## src/rtl/core/xterm_palette_quantizer_macros.svh

```systemverilog
// ----------------------------------------------------------------------------
// xterm_palette_quantizer_macros.svh
// Assertion shorthands used by the palette quantizer top level.
// ----------------------------------------------------------------------------
`ifndef XTERM_PALETTE_QUANTIZER_MACROS_SVH
`define XTERM_PALETTE_QUANTIZER_MACROS_SVH

// Same-cycle implication, clocked on clock, off while reset is high
`define XPQ_ASSERT_NOW(label, ante, cons) \
   label: assert property (@(posedge clock) disable iff (reset) (ante) |-> (cons)) \
      else $error("xpq: same-cycle check failed");

// Next-cycle implication, clocked on clock, off while reset is high
`define XPQ_ASSERT_NEXT(label, ante, cons) \
   label: assert property (@(posedge clock) disable iff (reset) (ante) |=> (cons)) \
      else $error("xpq: next-cycle check failed");

`endif

```

## src/rtl/core/xpq_pkg.sv

```systemverilog
// ----------------------------------------------------------------------------
// xpq_pkg
// Types, palette constants and small lookup functions for the quantizer.
// ----------------------------------------------------------------------------
`default_nettype none

package xpq_pkg;

   // Job kinds carried from the front end to the search engine
   localparam logic [1:0] KIND_BASIC  = 2'd0;  // search entries 0..15
   localparam logic [1:0] KIND_FULL   = 2'd1;  // search entries 16..255
   localparam logic [1:0] KIND_DIRECT = 2'd2;  // index already known

   localparam logic [7:0] BASIC_FIRST = 8'd0;
   localparam logic [7:0] BASIC_LAST  = 8'd15;
   localparam logic [7:0] FULL_FIRST  = 8'd16;
   localparam logic [7:0] FULL_LAST   = 8'd255;
   localparam logic [7:0] GRAY_FIRST  = 8'd232;
   localparam logic [7:0] GRAY_BASE   = 8'd8;
   localparam logic [7:0] GRAY_STEP   = 8'd10;
   localparam logic [7:0] GRAY_CLAMP  = 8'd231;
   localparam logic [4:0] GRAY_Q_MAX  = 5'd23;
   localparam logic [2:0] LEVEL_MAX   = 3'd5;

   // Sum of three 8-bit squares stays below 2^18
   localparam int DIST_W = 18;

   typedef struct packed {
      logic [7:0] red;
      logic [7:0] green;
      logic [7:0] blue;
      logic [1:0] kind;
      logic [7:0] index;
   } qentry_type;

   typedef struct packed {
      logic busy;
      logic pending;
   } back_status_type;

   // Basic 16-color table, packed as {r, g, b}
   function automatic logic [23:0] basic_rgb(input logic [3:0] idx);
      logic [23:0] rgb;
      case (idx)
         4'd0:    rgb = {8'd0,   8'd0,   8'd0};
         4'd1:    rgb = {8'd205, 8'd0,   8'd0};
         4'd2:    rgb = {8'd0,   8'd205, 8'd0};
         4'd3:    rgb = {8'd205, 8'd205, 8'd0};
         4'd4:    rgb = {8'd0,   8'd0,   8'd238};
         4'd5:    rgb = {8'd205, 8'd0,   8'd205};
         4'd6:    rgb = {8'd0,   8'd205, 8'd205};
         4'd7:    rgb = {8'd229, 8'd229, 8'd229};
         4'd8:    rgb = {8'd127, 8'd127, 8'd127};
         4'd9:    rgb = {8'd255, 8'd0,   8'd0};
         4'd10:   rgb = {8'd0,   8'd255, 8'd0};
         4'd11:   rgb = {8'd255, 8'd255, 8'd0};
         4'd12:   rgb = {8'd92,  8'd92,  8'd255};
         4'd13:   rgb = {8'd255, 8'd0,   8'd255};
         4'd14:   rgb = {8'd0,   8'd255, 8'd255};
         default: rgb = {8'd255, 8'd255, 8'd255};
      endcase
      return rgb;
   endfunction

   // Channel level of one cube digit
   function automatic logic [7:0] cube_level(input logic [2:0] digit);
      logic [7:0] lvl;
      case (digit)
         3'd0:    lvl = 8'd0;
         3'd1:    lvl = 8'd95;
         3'd2:    lvl = 8'd135;
         3'd3:    lvl = 8'd175;
         3'd4:    lvl = 8'd215;
         default: lvl = 8'd255;
      endcase
      return lvl;
   endfunction

   // Threshold one channel onto the cube axis
   function automatic logic [2:0] level_of(input logic [7:0] c);
      logic [2:0] lvl;
      if (c <= 8'd52)       lvl = 3'd0;
      else if (c <= 8'd115) lvl = 3'd1;
      else if (c <= 8'd155) lvl = 3'd2;
      else if (c <= 8'd195) lvl = 3'd3;
      else if (c <= 8'd235) lvl = 3'd4;
      else                  lvl = LEVEL_MAX;
      return lvl;
   endfunction

   // (c - 3) / 10, zero below 3; divide by 10 as multiply by 205 and shift by 11
   function automatic logic [4:0] gray_q(input logic [7:0] c);
      logic [7:0]  off;
      logic [15:0] prod;
      off  = (c < 8'd3) ? 8'd0 : c - 8'd3;
      prod = 16'(off) * 16'd205;
      return prod[15:11];
   endfunction

endpackage

`default_nettype wire

```

## src/rtl/core/xpq_front.sv

```systemverilog
// ----------------------------------------------------------------------------
// xpq_front
// Accepts pixels, holds the mode register and classifies each item into a
// search job or a finished index from the threshold approximation.
// ----------------------------------------------------------------------------
`default_nettype none

module xpq_front import xpq_pkg::*; (
   input  wire logic       clock,
   input  wire logic       reset,
   input  wire logic       req_valid,
   output logic            req_stall,
   input  wire logic [7:0] req_red,
   input  wire logic [7:0] req_green,
   input  wire logic [7:0] req_blue,
   input  wire logic       req_palette_select,
   input  wire logic       csr_wr_en,
   input  wire logic       csr_wr_data,
   input  wire logic       q_full,
   output logic            push_valid,
   output qentry_type      push_entry
);

   logic       fast_mode_ff;
   logic       fast_mode_in;
   logic [4:0] qr;
   logic [4:0] qg;
   logic [4:0] qb;
   logic [7:0] fast_index;

   // Mode register
   always_comb begin
      fast_mode_in = csr_wr_en ? csr_wr_data : fast_mode_ff;
   end

   always_ff @(posedge clock) begin
      if (reset) begin
         fast_mode_ff <= 1'b0;
      end else begin
         fast_mode_ff <= fast_mode_in;
      end
   end

   // Threshold approximation: gray ramp when all channels agree, else cube
   always_comb begin
      qr = gray_q(req_red);
      qg = gray_q(req_green);
      qb = gray_q(req_blue);
      if (qr == qg && qg == qb) begin
         fast_index = (qr > GRAY_Q_MAX) ? GRAY_CLAMP : GRAY_FIRST + 8'(qr);
      end else begin
         fast_index = FULL_FIRST
                    + 8'(level_of(req_red))   * 8'd36
                    + 8'(level_of(req_green)) * 8'd6
                    + 8'(level_of(req_blue));
      end
   end

   // Classify item and hand it to the queue
   always_comb begin
      push_valid       = req_valid;
      req_stall        = q_full;
      push_entry.red   = req_red;
      push_entry.green = req_green;
      push_entry.blue  = req_blue;
      push_entry.index = fast_index;
      if (!req_palette_select) begin
         push_entry.kind = KIND_BASIC;
      end else if (fast_mode_ff) begin
         push_entry.kind = KIND_DIRECT;
      end else begin
         push_entry.kind = KIND_FULL;
      end
   end

endmodule

`default_nettype wire

```

## src/rtl/core/xpq_queue.sv

```systemverilog
// ----------------------------------------------------------------------------
// xpq_queue
// Short FIFO of classified jobs between the front end and the search engine.
// ----------------------------------------------------------------------------
`default_nettype none

module xpq_queue import xpq_pkg::*; #(
   parameter int DEPTH = 2
) (
   input  wire logic       clock,
   input  wire logic       reset,
   input  wire logic       push_valid,
   input  wire qentry_type push_entry,
   output logic            q_full,
   output logic            q_valid,
   output qentry_type      q_entry,
   input  wire logic       q_pop
);

   localparam int PTR_W = (DEPTH > 1) ? $clog2(DEPTH) : 1;
   localparam int CNT_W = $clog2(DEPTH + 1);
   localparam logic [PTR_W-1:0] PTR_LAST = PTR_W'(DEPTH - 1);
   localparam logic [CNT_W-1:0] CNT_FULL = CNT_W'(DEPTH);

   qentry_type       mem_ff [DEPTH];
   logic [PTR_W-1:0] wr_ptr_ff;
   logic [PTR_W-1:0] wr_ptr_in;
   logic [PTR_W-1:0] rd_ptr_ff;
   logic [PTR_W-1:0] rd_ptr_in;
   logic [CNT_W-1:0] count_ff;
   logic [CNT_W-1:0] count_in;
   logic             do_push;
   logic             do_pop;

   always_comb begin
      q_full    = (count_ff == CNT_FULL);
      q_valid   = (count_ff != '0);
      q_entry   = mem_ff[rd_ptr_ff];
      do_push   = push_valid && !q_full;
      do_pop    = q_pop && q_valid;
      wr_ptr_in = wr_ptr_ff;
      rd_ptr_in = rd_ptr_ff;
      count_in  = count_ff;
      // advance pointers with wrap at the depth
      if (do_push) begin
         wr_ptr_in = (wr_ptr_ff == PTR_LAST) ? '0 : wr_ptr_ff + 1'b1;
      end
      if (do_pop) begin
         rd_ptr_in = (rd_ptr_ff == PTR_LAST) ? '0 : rd_ptr_ff + 1'b1;
      end
      if (do_push && !do_pop) begin
         count_in = count_ff + 1'b1;
      end else if (do_pop && !do_push) begin
         count_in = count_ff - 1'b1;
      end
   end

   always_ff @(posedge clock) begin
      if (reset) begin
         wr_ptr_ff <= '0;
         rd_ptr_ff <= '0;
         count_ff  <= '0;
      end else begin
         wr_ptr_ff <= wr_ptr_in;
         rd_ptr_ff <= rd_ptr_in;
         count_ff  <= count_in;
      end
   end

   // Store item
   always_ff @(posedge clock) begin
      if (do_push) begin
         mem_ff[wr_ptr_ff] <= push_entry;
      end
   end

endmodule

`default_nettype wire

```

## src/rtl/core/xpq_back.sv

```systemverilog
// ----------------------------------------------------------------------------
// xpq_back
// Nearest-color search engine: walks the palette one entry per cycle through
// a shared squared-distance unit and drives the result register.
// ----------------------------------------------------------------------------
`default_nettype none

module xpq_back import xpq_pkg::*; (
   input  wire logic       clock,
   input  wire logic       reset,
   input  wire logic       q_valid,
   input  wire qentry_type q_entry,
   output logic            q_pop,
   output logic            rsp_valid,
   input  wire logic       rsp_stall,
   output logic [7:0]      rsp_color_index,
   output back_status_type status
);

   // Scan control
   logic              scan_ff,  scan_in;
   logic [7:0]        idx_ff,   idx_in;
   logic [7:0]        last_ff,  last_in;
   logic [2:0]        cr_ff,    cr_in;
   logic [2:0]        cg_ff,    cg_in;
   logic [2:0]        cb_ff,    cb_in;
   logic [7:0]        gray_ff,  gray_in;
   logic [7:0]        pr_ff,    pg_ff,    pb_ff;
   // Square stage
   logic              p_valid_ff, p_valid_in;
   logic              p_last_ff,  p_last_in;
   logic [7:0]        p_idx_ff;
   logic [15:0]       sq_r_ff, sq_g_ff, sq_b_ff;
   // Compare stage and result
   logic [DIST_W-1:0] best_d_ff,   best_d_in;
   logic [7:0]        best_idx_ff, best_idx_in;
   logic              pending_ff,  pending_in;
   logic              rsp_valid_ff, rsp_valid_in;
   logic [7:0]        rsp_index_ff;
   // Datapath wires
   logic [23:0]       basic;
   logic [7:0]        er, eg, eb;
   logic [7:0]        dr, dg, db;
   logic [DIST_W-1:0] sq_sum;
   logic              at_last;
   logic              rsp_load;

   // Pop a job only when the engine and its result slot are free
   always_comb begin
      q_pop          = q_valid && !scan_ff && !p_valid_ff && !pending_ff;
      status.busy    = scan_ff || p_valid_ff;
      status.pending = pending_ff;
      at_last        = (idx_ff == last_ff);
   end

   // Palette entry color for the current index
   always_comb begin
      basic = basic_rgb(idx_ff[3:0]);
      if (idx_ff < FULL_FIRST) begin
         er = basic[23:16];
         eg = basic[15:8];
         eb = basic[7:0];
      end else if (idx_ff < GRAY_FIRST) begin
         er = cube_level(cr_ff);
         eg = cube_level(cg_ff);
         eb = cube_level(cb_ff);
      end else begin
         er = gray_ff;
         eg = gray_ff;
         eb = gray_ff;
      end
      dr = (pr_ff > er) ? pr_ff - er : er - pr_ff;
      dg = (pg_ff > eg) ? pg_ff - eg : eg - pg_ff;
      db = (pb_ff > eb) ? pb_ff - eb : eb - pb_ff;
   end

   // Advance scan index and the cube and gray walkers
   always_comb begin
      scan_in = scan_ff;
      idx_in  = idx_ff;
      last_in = last_ff;
      cr_in   = cr_ff;
      cg_in   = cg_ff;
      cb_in   = cb_ff;
      gray_in = gray_ff;
      if (q_pop) begin
         cr_in   = '0;
         cg_in   = '0;
         cb_in   = '0;
         gray_in = GRAY_BASE;
         case (q_entry.kind)
            KIND_BASIC: begin
               scan_in = 1'b1;
               idx_in  = BASIC_FIRST;
               last_in = BASIC_LAST;
            end
            KIND_FULL: begin
               scan_in = 1'b1;
               idx_in  = FULL_FIRST;
               last_in = FULL_LAST;
            end
            default: begin
               scan_in = 1'b0;
            end
         endcase
      end else if (scan_ff) begin
         scan_in = !at_last;
         idx_in  = idx_ff + 8'd1;
         if (idx_ff >= GRAY_FIRST) begin
            gray_in = gray_ff + GRAY_STEP;
         end else if (idx_ff >= FULL_FIRST) begin
            if (cb_ff == LEVEL_MAX) begin
               cb_in = '0;
               if (cg_ff == LEVEL_MAX) begin
                  cg_in = '0;
                  cr_in = cr_ff + 3'd1;
               end else begin
                  cg_in = cg_ff + 3'd1;
               end
            end else begin
               cb_in = cb_ff + 3'd1;
            end
         end
      end
   end

   always_comb begin
      p_valid_in = scan_ff;
      p_last_in  = scan_ff && at_last;
   end

   // Compare stage: keep the first strict minimum
   always_comb begin
      sq_sum      = DIST_W'(sq_r_ff) + DIST_W'(sq_g_ff) + DIST_W'(sq_b_ff);
      best_d_in   = best_d_ff;
      best_idx_in = best_idx_ff;
      pending_in  = pending_ff;
      rsp_load    = pending_ff && (!rsp_valid_ff || !rsp_stall);
      if (q_pop) begin
         best_d_in = '1;
         if (q_entry.kind == KIND_DIRECT) begin
            best_idx_in = q_entry.index;
            pending_in  = 1'b1;
         end
      end else if (p_valid_ff) begin
         if (sq_sum < best_d_ff) begin
            best_d_in   = sq_sum;
            best_idx_in = p_idx_ff;
         end
         if (p_last_ff) begin
            pending_in = 1'b1;
         end
      end else if (rsp_load) begin
         pending_in = 1'b0;
      end
      rsp_valid_in = rsp_load || (rsp_valid_ff && rsp_stall);
   end

   // Control registers
   always_ff @(posedge clock) begin
      if (reset) begin
         scan_ff      <= 1'b0;
         p_valid_ff   <= 1'b0;
         p_last_ff    <= 1'b0;
         pending_ff   <= 1'b0;
         rsp_valid_ff <= 1'b0;
      end else begin
         scan_ff      <= scan_in;
         p_valid_ff   <= p_valid_in;
         p_last_ff    <= p_last_in;
         pending_ff   <= pending_in;
         rsp_valid_ff <= rsp_valid_in;
      end
   end

   // Payload registers
   always_ff @(posedge clock) begin
      idx_ff      <= idx_in;
      last_ff     <= last_in;
      cr_ff       <= cr_in;
      cg_ff       <= cg_in;
      cb_ff       <= cb_in;
      gray_ff     <= gray_in;
      best_d_ff   <= best_d_in;
      best_idx_ff <= best_idx_in;
      p_idx_ff    <= idx_ff;
      sq_r_ff     <= 16'(dr) * 16'(dr);
      sq_g_ff     <= 16'(dg) * 16'(dg);
      sq_b_ff     <= 16'(db) * 16'(db);
      if (q_pop) begin
         pr_ff <= q_entry.red;
         pg_ff <= q_entry.green;
         pb_ff <= q_entry.blue;
      end
      if (rsp_load) begin
         rsp_index_ff <= best_idx_ff;
      end
   end

   assign rsp_valid       = rsp_valid_ff;
   assign rsp_color_index = rsp_index_ff;

endmodule

`default_nettype wire

```

## src/rtl/core/xterm_palette_quantizer.sv

```systemverilog
// ----------------------------------------------------------------------------
// xterm_palette_quantizer
// Maps an 8-bit RGB pixel to an xterm 256-color palette index.
// ----------------------------------------------------------------------------
//
//   Channel   Ports        Dir   Payload
//   req       req_valid    in    red, green, blue, palette_select
//   rsp       rsp_valid    out   color_index
//   csr       csr_wr_en    in    fast_mode
//
// Basic-set and full-set searches walk the palette one entry per cycle
// through the single distance unit; threshold-mode items skip the search.
// Threshold-mode throughput is limited by the result slot.
// Reset clears the mode register, the queue and the engine; no memory sweep.
// A stalled rsp holds its index; the queue keeps taking req items until full.
//
`default_nettype none

`include "xterm_palette_quantizer_macros.svh"

module xterm_palette_quantizer import xpq_pkg::*; #(
   parameter int QUEUE_DEPTH = 2
) (
   input  wire logic       clock,
   input  wire logic       reset,
   input  wire logic       req_valid,
   output logic            req_stall,
   input  wire logic [7:0] req_red,
   input  wire logic [7:0] req_green,
   input  wire logic [7:0] req_blue,
   input  wire logic       req_palette_select,
   output logic            rsp_valid,
   input  wire logic       rsp_stall,
   output logic [7:0]      rsp_color_index,
   input  wire logic       csr_wr_en,
   input  wire logic       csr_wr_data
);

   logic            push_valid;
   qentry_type      push_entry;
   logic            q_full;
   logic            q_valid;
   qentry_type      q_entry;
   logic            q_pop;
   back_status_type back_status;

   // Accept and classify
   xpq_front u_front (
      .clock              (clock),
      .reset              (reset),
      .req_valid          (req_valid),
      .req_stall          (req_stall),
      .req_red            (req_red),
      .req_green          (req_green),
      .req_blue           (req_blue),
      .req_palette_select (req_palette_select),
      .csr_wr_en          (csr_wr_en),
      .csr_wr_data        (csr_wr_data),
      .q_full             (q_full),
      .push_valid         (push_valid),
      .push_entry         (push_entry)
   );

   // Job queue
   xpq_queue #(
      .DEPTH (QUEUE_DEPTH)
   ) u_queue (
      .clock      (clock),
      .reset      (reset),
      .push_valid (push_valid),
      .push_entry (push_entry),
      .q_full     (q_full),
      .q_valid    (q_valid),
      .q_entry    (q_entry),
      .q_pop      (q_pop)
   );

   // Search engine and result register
   xpq_back u_back (
      .clock           (clock),
      .reset           (reset),
      .q_valid         (q_valid),
      .q_entry         (q_entry),
      .q_pop           (q_pop),
      .rsp_valid       (rsp_valid),
      .rsp_stall       (rsp_stall),
      .rsp_color_index (rsp_color_index),
      .status          (back_status)
   );

   // Engine never scans while a finished index waits
   `XPQ_ASSERT_NOW(a_busy_excl_pending, back_status.busy, !back_status.pending)
   // Jobs leave the queue only into an idle engine
   `XPQ_ASSERT_NOW(a_pop_when_idle, q_pop, !back_status.busy && !back_status.pending)
   // A waiting index survives a stalled output slot
   `XPQ_ASSERT_NEXT(a_pending_holds, back_status.pending && rsp_valid && rsp_stall,
                    back_status.pending)

endmodule

`default_nettype wire

```

## config.mk

```make
export PLATFORM = sky130hd
export DESIGN_NAME = xterm_palette_quantizer
export DESIGN_NICKNAME = d
export VERILOG_FILES = /design/src/rtl/core/xpq_pkg.sv /design/src/rtl/core/xpq_front.sv /design/src/rtl/core/xpq_queue.sv /design/src/rtl/core/xpq_back.sv /design/src/rtl/core/xterm_palette_quantizer.sv
export VERILOG_INCLUDE_DIRS = /design/src /design/src/rtl/core
export SDC_FILE = /design/constraint.sdc
export NUM_CORES = 1
export LEC_CHECK = 0
export BUFFER_PORTS_ARGS = -buffer_cell sky130_fd_sc_hd__buf_2
export CAP_MARGIN = 15
export CORE_ASPECT_RATIO = 1.4
export CORE_UTILIZATION = 51
export CTS_BUF_LIST = sky130_fd_sc_hd__clkbuf_8
export DETAILED_ROUTE_END_ITERATION = 8
export PLACE_DENSITY = 0.7
export REMOVE_ABC_BUFFERS = 1
export SKIP_LAST_GASP = 1
export SLEW_MARGIN = 10
export SYNTH_ARGS = -nofsm -noshare
export SYNTH_HDL_FRONTEND = slang
export SYNTH_SLANG_ARGS = --single-unit
```

## constraint.sdc

```tcl
create_clock -name clock -period 7.89 [get_ports clock]
set_clock_uncertainty 0.15 [all_clocks]
set_input_delay 1.578 -clock clock [delete_from_list [all_inputs] [get_ports clock]]
set_output_delay 1.578 -clock clock [all_outputs]
set_load 0.02 [all_outputs]
```

==> impl_metrics.ini <==
[yosys]
synth_flop_cell = dfxtp_1
synth_cell_types = 72
ys_top_cells_by_count = inv_1, ha_1, nor2_1
async_flop_share_pct = 0
synth-edff-count = 117
synth_top_family_by_area = adder cells
ys_seq_area_share_pct = 27.9
yosys.cell_count.top_type = inv_1
syn-instance-count = 2243
syn-mean-instance-area_um2 = 9.42
synthTopCellsByArea = ha_1, edfxtp_1, dfxtp_1
yosys.area.top_type_share_pct = 20.4
synth_adder_area_share_pct = 31.5
synth_mux_area_share_pct = 4.60
synth_largest_area_cell = ha_1
yosys.area_share.xor_xnor_pct = 5.84
yosys_warnings = 0
yosys.area_share.simple_pct = 11.8
synth_seq_cells = 236
syn_area_mm2 = 0.0211
synth_compound_area_share_pct = 10.7

[route]
dr.first_iter.drc_count = 595
drc_errors = 0
via_count = 15558
top_layer = met4
drt-met1-wl_mm = 16.6
first_pass_iters = 5
met2WireLength_mm = 24.5
wl_met3_mm = 1.10
ant_nets = 0
via_per_inst = 5.28
wl_per_cell_um = 14.9
routed_wl_mm = 43.8

[timing]
min_period_ns = 7.58
finalHoldViolations = 0
whs_ns = 0.276
relSlewSlack_pct = 32.1
max_freq_ghz = 0.132
rsz0062_at_grt = true
worstMarginPinSlew_ns = 1.02
maxSlewViolCount = 0
finalSetupViolCount = 0
post-route-period-util_pct = 96.1

[clock_tree]
cts-root-buf = clkbuf_8
clk_pin_slew_ns = 0.07
clkLatencyLatePin_ns = 0.56
clockBufferDepth = 3
cts.sinks = 236
cts_tree = yes
cts_max_level = 2
numCtsBuffers = 37

[status]
status = finished, final reports clean

[layout]
fin_nets = 2878
drive_gt1_share_pct = 14.6
antenna_cells = 0
syn2layout_area_growth_pct = 13.1
multi_input_area_mm2 = 0.0141
seqCellArea_mm2 = 0.00590
fill_cells = 3520

[critical_path]
max_stage_delay_ns = 0.55
r2r-start = u_back.idx_ff[7]
crit_arrival_ns = 7.86
startpoint_type = register
critical_path_class = reg -> reg
regToRegEndpoint = u_back.sq_g_ff[14]
crit_fanout = 5
crit_required_ns = 8.16
endpoint_kind = register
crit_slowest_cell = fa_1
r2r_cells = 32
r2r_slack_ns = 0.31
path_buf_inv = 7
critPathTopFamily = adder cells

[floorplanning]
core_area_mm2 = 0.0406
fp.dieH_um = 243
dieArea_mm2 = 0.0423
die_x_um = 174
io_pins = 41
rows = 87
start_util_pct = 52.1

[run]
cap_viol_max_count = 0

[worst_hold_path]
whs_path_depth = 0
min_to = u_back.rsp_color_index[1]
min_path_type = reg -> reg
min_from = u_back.best_idx_ff[1]

[global_routing]
grt_pass1_vias = 16039
grt_pass1_wl_mm = 72.9
grt_max_degree = 52
antenna_found_initial = 0
grt-ovfl-total = 0
grtUsageTotal_pct = 20.9

[placement]
portBuffers = 40
place_congestion = 0.910
hpwl_mm = 35.6
==> per-layer routing <==
layer  track usage [%]  vias up
met2              42.1      208
met3              2.27       81
li1                  -     7819
met1              21.5     7450
met4              8.33        0
met5                 0        -
==> metrics by stage <==
step / util [%] / instance area (um2) / std cells / setup WS [ns] / setup TNS, ns
2_1_floorplan: - / 20900 / 2197 / -3.21 / -79.92
3_3_place_gp: 55.1 / 22400 / 2841 / 0.0653 / 0
3_5_place_dp: 55.1 / 22400 / 2841 / -0.0304 / -0.0347
4_1_cts: 57.0 / 23100 / 2908 / 0.0282 / 0
5_1_grt: 58.9 / 23900 / 2947 / -0.108 / -0.469
6_report: 58.9 / 23900 / 2947 / 0.305 / 0
==> layout make-up <==
cell class / instances / area share (%)
clock buffers: 43 / 2.48
flip-flops and latches: 236 / 24.7
inverters: 379 / 5.97
repair buffers: 149 / 4.45
clock inverters: 24 / 0.623
well taps: 534 / 2.80
multi-input cells: 1582 / 59.0
==> cell families (layout without fill, tap and decap cells) <==
logic type | after synthesis | in the layout
mux | 93 | 93
simple gates | 528 | 528
compound gates | 359 | 359
xor+xnor | 140 | 140
buf+inv | 425 | 595
flops | 236 | 236
fa+ha+maj | 462 | 462
==> flip-flops by register name, indices dropped and copies added (netlist names), 7 cells and up, named ones only <==
name,cells
u_back.basic,21
u_back.best_d_ff,18
u_back.best_idx_ff,8
u_back.gray_ff,7
u_back.idx_ff,8
u_back.p_idx_ff,8
u_back.pb_ff,8
u_back.pg_ff,8
u_back.pr_ff,8
u_back.rsp_color_index,8
u_back.sq_b_ff,15
u_back.sq_g_ff,15
u_back.sq_r_ff,15
u_queue.mem_ff,68
==> worst max-delay path by stage <==
| stage | startpoint | endpoint | depth (start not counted) |
|---|---|---|---|
| 2_1_floorplan | u_back.idx_ff[4] | u_back.sq_g_ff[14] | 29 |
| 3_3_place_gp | req_red[2] | u_queue.mem_ff[0][5] | 21 |
| 3_5_place_dp | u_back.idx_ff[7] | u_back.sq_b_ff[15] | 30 |
| 4_1_cts | u_back.idx_ff[5] | u_back.sq_r_ff[15] | 33 |
| 5_1_grt | u_back.idx_ff[7] | u_back.sq_b_ff[15] | 31 |
| 6_report | u_back.idx_ff[7] | u_back.sq_g_ff[14] | 32 |
==> worst register-to-register path, delay by kind of cell, from the launching register on <==
family	cells	cell delay, ns
AOI/OAI and AO/OA	9	1.22
muxes	1	0.23
and+or+nand+nor	6	1.40
xor gates and xnor gates	2	0.24
DFF	1	0.45
buffers and inverters	7	0.80
adders and majority gates	7	2.94
==> cells in the final DEF (no fill, tap or decap), drive strengths merged, types with 30 or more instances in the layout <==
cell	instances
nor3	48
mux2	33
clkbuf	44
ha	344
nand2	121
inv	393
fa	118
dfxtp	119
nor2	195
buf	148
a21o	39
nor2b	30
o21ai	83
mux2i	60
a21oi	115
edfxtp	117
xor2	44
xnor2	96
==> repair_timing <==
item	CTS	global route
pin swaps	0	34
gates resized for setup	4	115
hold buffers	0	0
endpoints found under the setup margin	3	14
buffers inserted	0	37
cloned	0	2
Power is left out: the tool's default activity adds up to more than one toggle a clock period on the data nets, which glitch-free logic cannot reach.
